$ cat config.mk
export PLATFORM = sky130hd
export DESIGN_NAME = half_duplex_frame_buffer_unit
export DESIGN_NICKNAME = d
export VERILOG_FILES = /design/src/hw/rtl/hdfb_pkg.sv /design/src/hw/rtl/hdfb_ram.sv /design/src/hw/rtl/hdfb_ctrl.sv /design/src/hw/rtl/half_duplex_frame_buffer_unit.sv
export SDC_FILE = /design/constraint.sdc
export NUM_CORES = 1
export LEC_CHECK = 0
export BUFFER_PORTS_ARGS = -buffer_cell sky130_fd_sc_hd__buf_2
export CAP_MARGIN = 15
export CORE_ASPECT_RATIO = 0.6
export CORE_MARGIN = 5
export CORE_UTILIZATION = 40
export DETAILED_ROUTE_END_ITERATION = 12
export MAX_ROUTING_LAYER = met4
export SLEW_MARGIN = 30
export SYNTH_ARGS = -nofsm -noshare
export SYNTH_HDL_FRONTEND = slang
export SYNTH_SLANG_ARGS = --single-unit
$ cat constraint.sdc
create_clock -name clk -period 11.1 [get_ports clk]
set_input_delay 1.665 -clock clk [delete_from_list [all_inputs] [get_ports clk]]
set_output_delay 1.665 -clock clk [all_outputs]
set_load 0.03 [all_outputs]
$ cat src/hw/rtl/hdfb_pkg.sv
`timescale 1ns / 1ps
// ----------------------------------------------------------------------------
// hdfb_pkg
// Shared types and codes for the half-duplex frame buffer.
// ----------------------------------------------------------------------------
package hdfb_pkg;

  // request codes
  localparam logic [2:0] REQ_RX_BYTE   = 3'd0;
  localparam logic [2:0] REQ_BUF_READ  = 3'd1;
  localparam logic [2:0] REQ_BUF_WRITE = 3'd2;
  localparam logic [2:0] REQ_REPLY     = 3'd3;
  localparam logic [2:0] REQ_TX_SLOT   = 3'd4;
  localparam logic [2:0] REQ_TX_DONE   = 3'd5;

  // link modes
  localparam logic [2:0] MODE_LISTEN = 3'd0;
  localparam logic [2:0] MODE_RECV   = 3'd1;
  localparam logic [2:0] MODE_HOLD   = 3'd2;
  localparam logic [2:0] MODE_SEND   = 3'd3;
  localparam logic [2:0] MODE_DRAIN  = 3'd4;

  // configuration register indexes
  localparam logic [1:0] CFG_FRAME_MARKER  = 2'd0;
  localparam logic [1:0] CFG_LENGTH_INDEX  = 2'd1;
  localparam logic [1:0] CFG_TRAILER_BYTES = 2'd2;

  typedef struct packed {
    logic [7:0] frame_marker;
    logic [6:0] length_index;
    logic [7:0] trailer_bytes;
  } hdfb_cfg_t;

  // buffer access for one transaction; addresses are trimmed by the user
  typedef struct packed {
    logic       we;
    logic [7:0] waddr;
    logic [7:0] wdata;
    logic       re;
    logic [7:0] raddr;
  } hdfb_mem_req_t;

  // result of one transaction, before the buffer read data is merged in
  typedef struct packed {
    logic       tx_valid;
    logic       tx_from_ram;
    logic [7:0] tx_const;
    logic       tx_enable;
    logic       frame_ready;
    logic [7:0] frame_length;
    logic       rd_from_ram;
    logic       overflow;
    logic [2:0] mode;
  } hdfb_res_t;

endpackage

$ cat src/hw/rtl/hdfb_ram.sv
`timescale 1ns / 1ps
// ----------------------------------------------------------------------------
// hdfb_ram
// Generic single-write, single-read RAM with registered read data.
// ----------------------------------------------------------------------------
module hdfb_ram #(
  parameter int WIDTH = 8,
  parameter int DEPTH = 128
) (
  input  logic                     clk,
  input  logic                     we,
  input  logic [$clog2(DEPTH)-1:0] waddr,
  input  logic [WIDTH-1:0]         wdata,
  input  logic                     re,
  input  logic [$clog2(DEPTH)-1:0] raddr,
  output logic [WIDTH-1:0]         rdata
);

  logic [WIDTH-1:0] mem [DEPTH];

  always_ff @(posedge clk) begin
    if (we) begin
      mem[waddr] <= wdata;
    end
    if (re) begin
      rdata <= mem[raddr];
    end
  end

endmodule

$ cat src/hw/rtl/hdfb_ctrl.sv
`timescale 1ns / 1ps
// ----------------------------------------------------------------------------
// hdfb_ctrl
// Link state machine: deframing counters, reply sequencing, buffer requests.
// ----------------------------------------------------------------------------
module hdfb_ctrl #(
  parameter int BUFFER_DEPTH = 128
) (
  input  logic                   clk,
  input  logic                   rst,
  input  logic                   accept,
  input  hdfb_pkg::hdfb_cfg_t    cfg,
  input  logic [2:0]             req_type,
  input  logic [7:0]             data_byte,
  input  logic [6:0]             address,
  input  logic [7:0]             response_size,
  output hdfb_pkg::hdfb_res_t    res,
  output hdfb_pkg::hdfb_mem_req_t mem
);
  import hdfb_pkg::*;

  localparam logic [7:0] DEPTH_B = 8'(BUFFER_DEPTH);

  logic [2:0] link_mode,       link_mode_next;
  logic [7:0] fill_count,      fill_count_next;
  logic [8:0] bytes_remaining, bytes_remaining_next;
  logic [7:0] send_pointer,    send_pointer_next;

  logic [7:0] addr_ext;
  logic [7:0] len_pos;
  logic [8:0] len_sum;
  logic [7:0] reply_len;

  assign addr_ext  = {1'b0, address};
  assign len_pos   = {1'b0, cfg.length_index};
  assign len_sum   = {1'b0, data_byte} + {1'b0, cfg.trailer_bytes};
  assign reply_len = (response_size > DEPTH_B) ? DEPTH_B : response_size;

  always_comb begin
    link_mode_next       = link_mode;
    fill_count_next      = fill_count;
    bytes_remaining_next = bytes_remaining;
    send_pointer_next    = send_pointer;
    res                  = '0;
    mem                  = '0;

    case (req_type)
      REQ_RX_BYTE: begin
        if (link_mode == MODE_LISTEN) begin
          if (data_byte == cfg.frame_marker) begin
            link_mode_next  = MODE_RECV;
            fill_count_next = 8'd0;
          end
        end else if (link_mode == MODE_RECV) begin
          if (fill_count >= DEPTH_B) begin
            // no room: drop the frame
            res.overflow    = 1'b1;
            link_mode_next  = MODE_LISTEN;
            fill_count_next = 8'd0;
          end else begin
            mem.we          = 1'b1;
            mem.waddr       = fill_count;
            mem.wdata       = data_byte;
            fill_count_next = fill_count + 8'd1;
            if (fill_count == len_pos) begin
              bytes_remaining_next = len_sum;
              if (len_sum == 9'd0) begin
                link_mode_next  = MODE_HOLD;
                res.frame_ready = 1'b1;
              end
            end else if (fill_count > len_pos) begin
              if (bytes_remaining <= 9'd1) begin
                bytes_remaining_next = 9'd0;
                link_mode_next       = MODE_HOLD;
                res.frame_ready      = 1'b1;
              end else begin
                bytes_remaining_next = bytes_remaining - 9'd1;
              end
            end
          end
        end
      end
      REQ_BUF_READ: begin
        if (addr_ext < DEPTH_B) begin
          mem.re          = 1'b1;
          mem.raddr       = addr_ext;
          res.rd_from_ram = 1'b1;
        end
      end
      REQ_BUF_WRITE: begin
        if (addr_ext < DEPTH_B) begin
          mem.we    = 1'b1;
          mem.waddr = addr_ext;
          mem.wdata = data_byte;
        end
      end
      REQ_REPLY: begin
        if (link_mode == MODE_HOLD) begin
          if (reply_len == 8'd0) begin
            link_mode_next  = MODE_LISTEN;
            fill_count_next = 8'd0;
          end else begin
            bytes_remaining_next = {1'b0, reply_len};
            send_pointer_next    = 8'd0;
            link_mode_next       = MODE_SEND;
            res.tx_valid         = 1'b1;
            res.tx_const         = cfg.frame_marker;
          end
        end
      end
      REQ_TX_SLOT: begin
        if ((link_mode == MODE_SEND) && (bytes_remaining != 9'd0)) begin
          res.tx_valid = 1'b1;
          if (send_pointer < DEPTH_B) begin
            mem.re          = 1'b1;
            mem.raddr       = send_pointer;
            res.tx_from_ram = 1'b1;
          end
          send_pointer_next    = send_pointer + 8'd1;
          bytes_remaining_next = bytes_remaining - 9'd1;
          if (bytes_remaining == 9'd1) begin
            link_mode_next = MODE_DRAIN;
          end
        end
      end
      REQ_TX_DONE: begin
        if (link_mode == MODE_DRAIN) begin
          link_mode_next  = MODE_LISTEN;
          fill_count_next = 8'd0;
        end
      end
      default: begin
      end
    endcase

    res.mode         = link_mode_next;
    res.tx_enable    = (link_mode_next == MODE_SEND) || (link_mode_next == MODE_DRAIN);
    res.frame_length = fill_count_next;
  end

  always_ff @(posedge clk) begin
    if (rst) begin
      link_mode       <= MODE_LISTEN;
      fill_count      <= 8'd0;
      bytes_remaining <= 9'd0;
      send_pointer    <= 8'd0;
    end else if (accept) begin
      link_mode       <= link_mode_next;
      fill_count      <= fill_count_next;
      bytes_remaining <= bytes_remaining_next;
      send_pointer    <= send_pointer_next;
    end
  end

`ifndef SYNTHESIS
  a_fill_in_range: assert property (@(posedge clk) disable iff (rst)
    fill_count <= DEPTH_B)
    else $error("fill_count beyond buffer depth");

  a_send_has_bytes: assert property (@(posedge clk) disable iff (rst)
    (link_mode == MODE_SEND) |-> (bytes_remaining != 9'd0))
    else $error("sending with nothing left to send");

  a_rx_write_in_range: assert property (@(posedge clk) disable iff (rst)
    (accept && mem.we && (req_type == REQ_RX_BYTE)) |-> (fill_count < DEPTH_B))
    else $error("receive write past end of buffer");
`endif

endmodule

$ cat src/hw/rtl/half_duplex_frame_buffer_unit.sv
`timescale 1ns / 1ps
// ----------------------------------------------------------------------------
// half_duplex_frame_buffer_unit
// Sentinel/length deframer and reply sender around one shared frame buffer.
// ----------------------------------------------------------------------------
//
//  channel | handshake             | payload
//  --------+-----------------------+------------------------------------------
//  req     | req_valid / req_stall | req_type, data_byte, address,
//          |                       | response_size
//  rsp     | rsp_valid / rsp_stall | tx_valid, tx_byte, tx_enable, frame_ready,
//          |                       | frame_length, read_data, overflow, mode
//  cfg     | cfg_write             | cfg_index, cfg_data
//
//  One transaction per clock sustained while the response side does not stall;
//  a taken request passes the state update + buffer access stage (s1), then
//  the output register, which picks up the buffer's registered read data.
//  rst (synchronous) returns the link to listening with counters cleared; the
//  buffer contents are not cleared and need no clearing pass.
//  A stalled response holds; req_stall rises only when the stage behind the
//  state machine is full and the output register cannot drain.
//
module half_duplex_frame_buffer_unit #(
  parameter int BUFFER_DEPTH = 128
) (
  input  logic       clk,
  input  logic       rst,
  // configuration
  input  logic       cfg_write,
  input  logic [1:0] cfg_index,
  input  logic [7:0] cfg_data,
  // request channel
  input  logic       req_valid,
  output logic       req_stall,
  input  logic [2:0] req_type,
  input  logic [7:0] data_byte,
  input  logic [6:0] address,
  input  logic [7:0] response_size,
  // response channel
  output logic       rsp_valid,
  input  logic       rsp_stall,
  output logic       tx_valid,
  output logic [7:0] tx_byte,
  output logic       tx_enable,
  output logic       frame_ready,
  output logic [7:0] frame_length,
  output logic [7:0] read_data,
  output logic       overflow,
  output logic [2:0] mode
);
  import hdfb_pkg::*;

  localparam int AW = $clog2(BUFFER_DEPTH);

  // configuration registers
  hdfb_cfg_t cfg;

  always_ff @(posedge clk) begin
    if (rst) begin
      cfg.frame_marker  <= 8'd0;
      cfg.length_index  <= 7'd1;
      cfg.trailer_bytes <= 8'd5;
    end else if (cfg_write) begin
      case (cfg_index)
        CFG_FRAME_MARKER:  cfg.frame_marker  <= cfg_data;
        CFG_LENGTH_INDEX:  cfg.length_index  <= cfg_data[6:0];
        CFG_TRAILER_BYTES: cfg.trailer_bytes <= cfg_data;
        default: begin
        end
      endcase
    end
  end

  // Pipeline: accept -> s1 (buffer read in flight) -> rsp output register.
  logic          accept;
  logic          out_free;
  logic          s1_move;
  logic          s1_valid;
  hdfb_res_t     s1_res;
  hdfb_res_t     res;
  hdfb_mem_req_t mem;
  logic [7:0]    ram_rdata;

  hdfb_res_t     rsp_res;
  logic [7:0]    rsp_tx_byte;
  logic [7:0]    rsp_read_data;

  assign out_free  = !rsp_valid || !rsp_stall;
  assign s1_move   = s1_valid && out_free;
  assign req_stall = s1_valid && !out_free;
  assign accept    = req_valid && !req_stall;

  hdfb_ctrl #(
    .BUFFER_DEPTH(BUFFER_DEPTH)
  ) u_ctrl (
    .clk          (clk),
    .rst          (rst),
    .accept       (accept),
    .cfg          (cfg),
    .req_type     (req_type),
    .data_byte    (data_byte),
    .address      (address),
    .response_size(response_size),
    .res          (res),
    .mem          (mem)
  );

  // read data stays put while s1 waits, since no new read is issued then
  hdfb_ram #(
    .WIDTH(8),
    .DEPTH(BUFFER_DEPTH)
  ) u_ram (
    .clk  (clk),
    .we   (mem.we && accept),
    .waddr(mem.waddr[AW-1:0]),
    .wdata(mem.wdata),
    .re   (mem.re && accept),
    .raddr(mem.raddr[AW-1:0]),
    .rdata(ram_rdata)
  );

  always_ff @(posedge clk) begin
    if (rst) begin
      s1_valid  <= 1'b0;
      rsp_valid <= 1'b0;
    end else begin
      s1_valid <= accept || (s1_valid && !out_free);
      if (out_free) begin
        rsp_valid <= s1_valid;
      end
    end
  end

  always_ff @(posedge clk) begin
    if (accept) begin
      s1_res <= res;
    end
    if (s1_move) begin
      rsp_res       <= s1_res;
      rsp_tx_byte   <= s1_res.tx_from_ram ? ram_rdata : s1_res.tx_const;
      rsp_read_data <= s1_res.rd_from_ram ? ram_rdata : 8'd0;
    end
  end

  assign tx_valid     = rsp_res.tx_valid;
  assign tx_byte      = rsp_tx_byte;
  assign tx_enable    = rsp_res.tx_enable;
  assign frame_ready  = rsp_res.frame_ready;
  assign frame_length = rsp_res.frame_length;
  assign read_data    = rsp_read_data;
  assign overflow     = rsp_res.overflow;
  assign mode         = rsp_res.mode;

`ifndef SYNTHESIS
  a_tx_needs_driver: assert property (@(posedge clk) disable iff (rst)
    (rsp_valid && tx_valid) |-> tx_enable)
    else $error("byte sent with line driver off");

  a_ready_holds: assert property (@(posedge clk) disable iff (rst)
    (rsp_valid && frame_ready) |-> (mode == MODE_HOLD))
    else $error("frame completed without holding it");

  a_overflow_drops: assert property (@(posedge clk) disable iff (rst)
    (rsp_valid && overflow) |-> ((mode == MODE_LISTEN) && (frame_length == 8'd0)))
    else $error("overflow did not drop the frame");

  a_stall_only_when_full: assert property (@(posedge clk) disable iff (rst)
    req_stall |-> (s1_valid && rsp_valid))
    else $error("request stalled with room in the pipeline");
`endif

endmodule

# Yosys cells after proc, flatten, opt, wreduce, memory -nomap -nowiden

Memories as Yosys holds them, arrays and structs flattened. A register that Yosys moved wholly into a read port is not among the register bits.
Index checks and enable logic that the tools add are counted.

Logic and storage cells: 154
Bits of input ports: 41
Memory bits (writable): 1024
Flip-flop bits (word level): 109
Memories: 1

Muxes and demuxes: 60
Eq/ne operators: 23
$lt $le $gt $ge: 6
Bitwise logic cells: 4
Reduce and logical (&&, ||, !) cells: 30
Add/subtract/negate cells: 4

Memory list:

| name      | words | width | read ports | clocked after Yosys merged registers in | write ports | RTL line       | RTL |
|---|---|---|---|---|---|---|---|
| u_ram.mem | 128   | 8     | 1          | 1                                       | 1           | hdfb_ram.sv:19 | `logic [WIDTH-1:0] mem [DEPTH];` |

Operator list:

| kind                | number |
|---|---|
| $mux 9              | 12 |
| $mux 8              | 12 |
| $mux 17             | 4 |
| $mux 3              | 12 |
| $pmux 17 s2         | 1 |
| $pmux 9 s3          | 1 |
| $pmux 8 s3          | 1 |
| $pmux 9 s2          | 1 |
| $add 8x1->8 const B | 2 |
| $pmux 8 s2          | 1 |
| $eq 3x2->1 const B  | 5 |
| $eq 3x3->1 const B  | 4 |
| $pmux 3 s4          | 1 |
| $mux 1              | 11 |
| $add 8x8->9         | 1 |
| $eq 9x1->1 const B  | 1 |
| $le 9x1->1 const B  | 1 |
| $logic_not 9->1     | 1 |
| $reduce_and 9->1    | 1 |
| $reduce_bool 9->1   | 1 |
| $sub 9x1->9 const B | 1 |
| $eq 8x7->1          | 1 |
| $eq 8x8->1          | 1 |
| $ge 8x8->1 const B  | 1 |
| other kinds (25)    | 49 |

# Logic depth before layout (Yosys ltp)

Depth after elaboration: 10
Depth in mapped cells: 17

# By module

From an unflattened synthesis, not the netlist that was laid out.

Cells, all modules: 2247
Area, all modules: 45871.5 µm²

Modules (own cells, without submodules):

| module                        | cells an instance | times used | area an instance (µm²) |
|---|---|---|---|
| hdfb_ram                      | 1635              | 1          | 39745.6 |
| hdfb_ctrl                     | 438               | 1          | 3234.4 |
| half_duplex_frame_buffer_unit | 174               | 1          | 2891.5 |

# Worst setup path after synthesis

Ideal clock, no wire load.

Path kind: input to register
From: input req_type[1]
To: memory u_ram.mem[0][0], data pin
Setup time: 0.535 ns
Buffers on the path: 2
Slack: 6.180 ns
Cell stages on the path: 7
Arrival time: 4.385 ns
Cells stage by stage: clkbuf_1 -> nor3_1 -> nand2_1 -> nor2_1 -> or2_2 -> clkbuf_1 -> and2_1

RTL lines:

| what        | RTL line                            | RTL |
|---|---|---|
| from (decl) | half_duplex_frame_buffer_unit.sv:35 | `input logic [2:0] req_type,` |
| to (decl)   | hdfb_ram.sv:19                      |  |

# Worst setup path after layout

From: register u_ctrl.bytes_remaining[0]
To: register u_ram.rdata[5] (read register of u_ram.mem), data pin

Cells in the longest elaborated chain, start to end: 5

RTL lines:

| what                   | RTL line                             | RTL |
|---|---|---|
| from (decl)            | hdfb_ctrl.sv:26                      | `logic [8:0] bytes_remaining, bytes_remaining_next;` |
| from (signal assigned) | hdfb_ctrl.sv:150                     | `bytes_remaining <= bytes_remaining_next;` |
| $reduce_bool 9->1 *    | hdfb_ctrl.sv:112                     | `if ((link_mode == MODE_SEND) && (bytes_remaining != 9'd0)) begin` |
| $logic_and 1x1->1 *    | hdfb_ctrl.sv:112                     |  |
| $mux 9 *               | hdfb_ctrl.sv:112                     |  |
| $pmux 9 s2 *           | hdfb_ctrl.sv:47                      | `case (req_type)` |
| $logic_and 1x1->1      | half_duplex_frame_buffer_unit.sv:117 | `.re (mem.re && accept),` |
| to (decl)              | hdfb_ram.sv:16                       | `output logic [WIDTH-1:0] rdata` |

Every way passes the cells marked *; elsewhere a longest branch is shown, timed or not.
A chain may end at the register's enable or synchronous reset.

==> impl_metrics.toml <==
[sta]
min_period_ns = 5.912
fin_crit_sh_pct = 53.26
hold_ws_ns = 0.4157
hold_viol_final = 0
tightestPinTransition_ns = 1.031
worst_slack_ns = 5.188
finalSetupViolCount = 0
slew_headroom_pct = 31.03
fmax_mhz = 169.1
setup_tns_ns = 0
rsz0062_at_grt = "false"
slew_violations = 0
fin_skew_ns = 0.02992

[clock_network]
cts_resized = 0
clk_pin_slew_worst_paths_ns = 0.07
tritoncts = "yes"
numCtsBuffers = 98
clkSinkCount = 1141
cts-root-buf = "clkbuf_16"
clkLatencyLatePin_ns = 0.70
postCtsHoldBufs = 0
postCtsSetupBuffers = 0
cts_buffer_depth = 3
htree_num_levels = 3

[status]
status = "finished clean"

[global_route]
grt_max_degree = 182
grt_first_pass_wirelength_um = 189400
track_usage_pct = 21.18
antenna_found_initial = 7
gr-total-overflow = 0
first_global_vias = 27106

[route]
routed_via_density = 5.741
drt_first_pass_iters = 5
first_iter_violations = 4087
drc_errors = 0
drt_wl_total_um = 128300
routedWlPerCell_um = 25.14
dr_total_vias = 29303
ant_nets = 0

[floorplanning]
fp.dieW_um = 448.8
core_area_mm2 = 0.1145
io_pins = 74
dieArea_mm2 = 0.1227
start_util_pct = 40.37
row_count = 96
die_h_um = 273.3

[run]
max_cap_violations = 0

[critical_path]
crit_type = "reg2reg"
cp-start-kind = "register"
critical_path.max_fanout = 131
worstPathArrival_ns = 6.31
end_kind = "register"
required_ns = 11.50

[logic_synthesis]
yosysUniqueCellTypes = 65
ys.flop_type = "edfxtp_1"
synth_sequential_area_ratio_pct = 72.99
ys_seq_elements = 1141
synth_edf_count = 1088
postSynthAreaPerCell_um2 = 13.34
yosysWarningCount = 0
synthCells = 3465
synthArstFlopShare_pct = 0
synthesis.area_mm2 = 0.04621
synthesis.nets = 3527

[final_layout]
fin_util_pct = 44.96
nFillCells = 10221
area_growth_pct = 11.37
final_cells = 5104
drive_above_1_share_pct = 9.302
seqCellArea_mm2 = 0.03373
fin_area_mm2 = 0.05147
multi_input_area_mm2 = 0.01169
finalNetCount = 3564

[pwr]
p_leak_nw = 17.04
p_per_area_mw_per_mm2 = 165.5
ir_worst_vdd_mv = 0.1101
total_power_mw = 8.517

[placed_design]
dp_hpwl_um = 80080
placed_area_mm2 = 0.04824
place_ws_ns = 4.783
place_congestion = 0.9069
numPortBuffers = 73
dp_cells = 4918

[min_path]
min_path_type = "reg2reg"
## logic make-up (layout without fill, tap and decap cells)
group                    count (synthesis)  in the layout  share of synthesized area [%]
other                                    0              5                              0
AND/OR/NAND/NOR                       1296           1296                          12.03
adder cells (fa/ha/maj)                 21             21                         0.5848
buffers and inverters                  223            338                          2.120
flip-flops                            1141           1141                          72.99
AO/OA/AOI/OAI                          575            575                          7.776
XOR/XNOR                                22             22                         0.4169
multiplexers                           187            187                          4.075
## cell type report
cell class              count  share of cell area [%]
clock buffers             118                   5.035
flip-flops and latches   1141                   65.54
clock inverters            60                  0.9943
diodes                      5                 0.02431
repair buffers            133                   1.792
multi-input cells        2101                   22.72
well taps                1519                   3.693
inverters                  27                  0.1969
## final timing paths
path / start / endpoint / slack (ns) / depth (start not counted)
setup reg to reg: u_ctrl.bytes_remaining[0] / u_ram.rdata[5] / 5.19 / 12
setup / recovery: u_ctrl.bytes_remaining[0] / u_ram.rdata[5] / 5.19 / 12
hold reg to reg: s1_res[11] / frame_length[6] / 0.42 / 0
hold / removal: s1_res[11] / frame_length[6] / 0.42 / 0
## power breakdown
part | total, mW | switching (mW) | internal [mW]
sequential | 4.72 | 0.0155 | 4.70
combinational | 0.369 | 0.266 | 0.103
clock | 3.43 | 1.56 | 1.87
total | 8.52 | 1.84 | 6.68
## critical path: stages, from the launching register on
cell	delay, ns
dfxtp_1	0.38
inv_1	0.11
ha_1	0.26
or3b_2	0.51
nor3_1	0.57
o21a_4	0.62
buf_12	0.62
buf_4	0.80
mux2i_1	0.27
o22ai_1	0.09
or4_1	0.53
o21ai_0	0.66
a32oi_1	0.09
## sequential cells by signal, summed over array words and instances (netlist names), 3 cells and up
name,count
tx_byte,8
frame_length,8
u_ctrl.send_pointer,8
u_ctrl.bytes_remaining,9
read_data,8
u_ctrl.fill_count,8
cfg,23
u_ctrl.link_mode,3
u_ram.mem,1024
s1_res,25
mode,3
u_ram.rdata,8
## metal layers
| layer | vias to the layer above | track usage (%) | part of all wire, % |
|---|---|---|---|
| met1 | 14639 | 33.50 | 47 |
| met4 | 0 | 4.046 | 1.5 |
| li1 | 13023 | - | - |
| met3 | 145 | 5.402 | 12 |
| met2 | 1496 | 27.11 | 39 |
| met5 | - | - | 0 |
## cells in the final DEF, fill, tap and decap left out, drive strengths merged, types with 20 or more instances in the layout
cell,instances
clkinv,44
edfxtp,1088
nand3,138
a21oi,244
nand2,743
o21ai,58
and2,34
inv,28
buf,133
mux2i,178
nor4,38
a32oi,57
dfxtp,53
or4,21
nor2,211
a31oi,37
a22oi,27
o22ai,62
clkbuf,118
ha,20
nor3,46
## cells in the mapped netlist, types with 17 or more instances
cell type | n | area [um^2]
mux2i_1 | 178 | 1782
nand2_1 | 743 | 2789
a22oi_1 | 27 | 202.7
a21oi_1 | 244 | 1221
o22ai_1 | 62 | 387.9
ha_1 | 20 | 250.2
inv_1 | 26 | 97.59
nor2_1 | 211 | 792.0
buf_4 | 17 | 127.6
o21ai_0 | 55 | 275.3
dfxtp_1 | 53 | 1061
clkbuf_1 | 104 | 390.4
a31oi_1 | 37 | 231.5
buf_2 | 51 | 255.2
or4_1 | 21 | 157.7
nor3_1 | 46 | 230.2
nor4_1 | 38 | 237.7
nand3_1 | 138 | 690.7
buf_1 | 22 | 82.58
edfxtp_1 | 1088 | 32670
a32oi_1 | 57 | 499.2
and2_1 | 34 | 212.7
(Power assumes the default switching activity.)
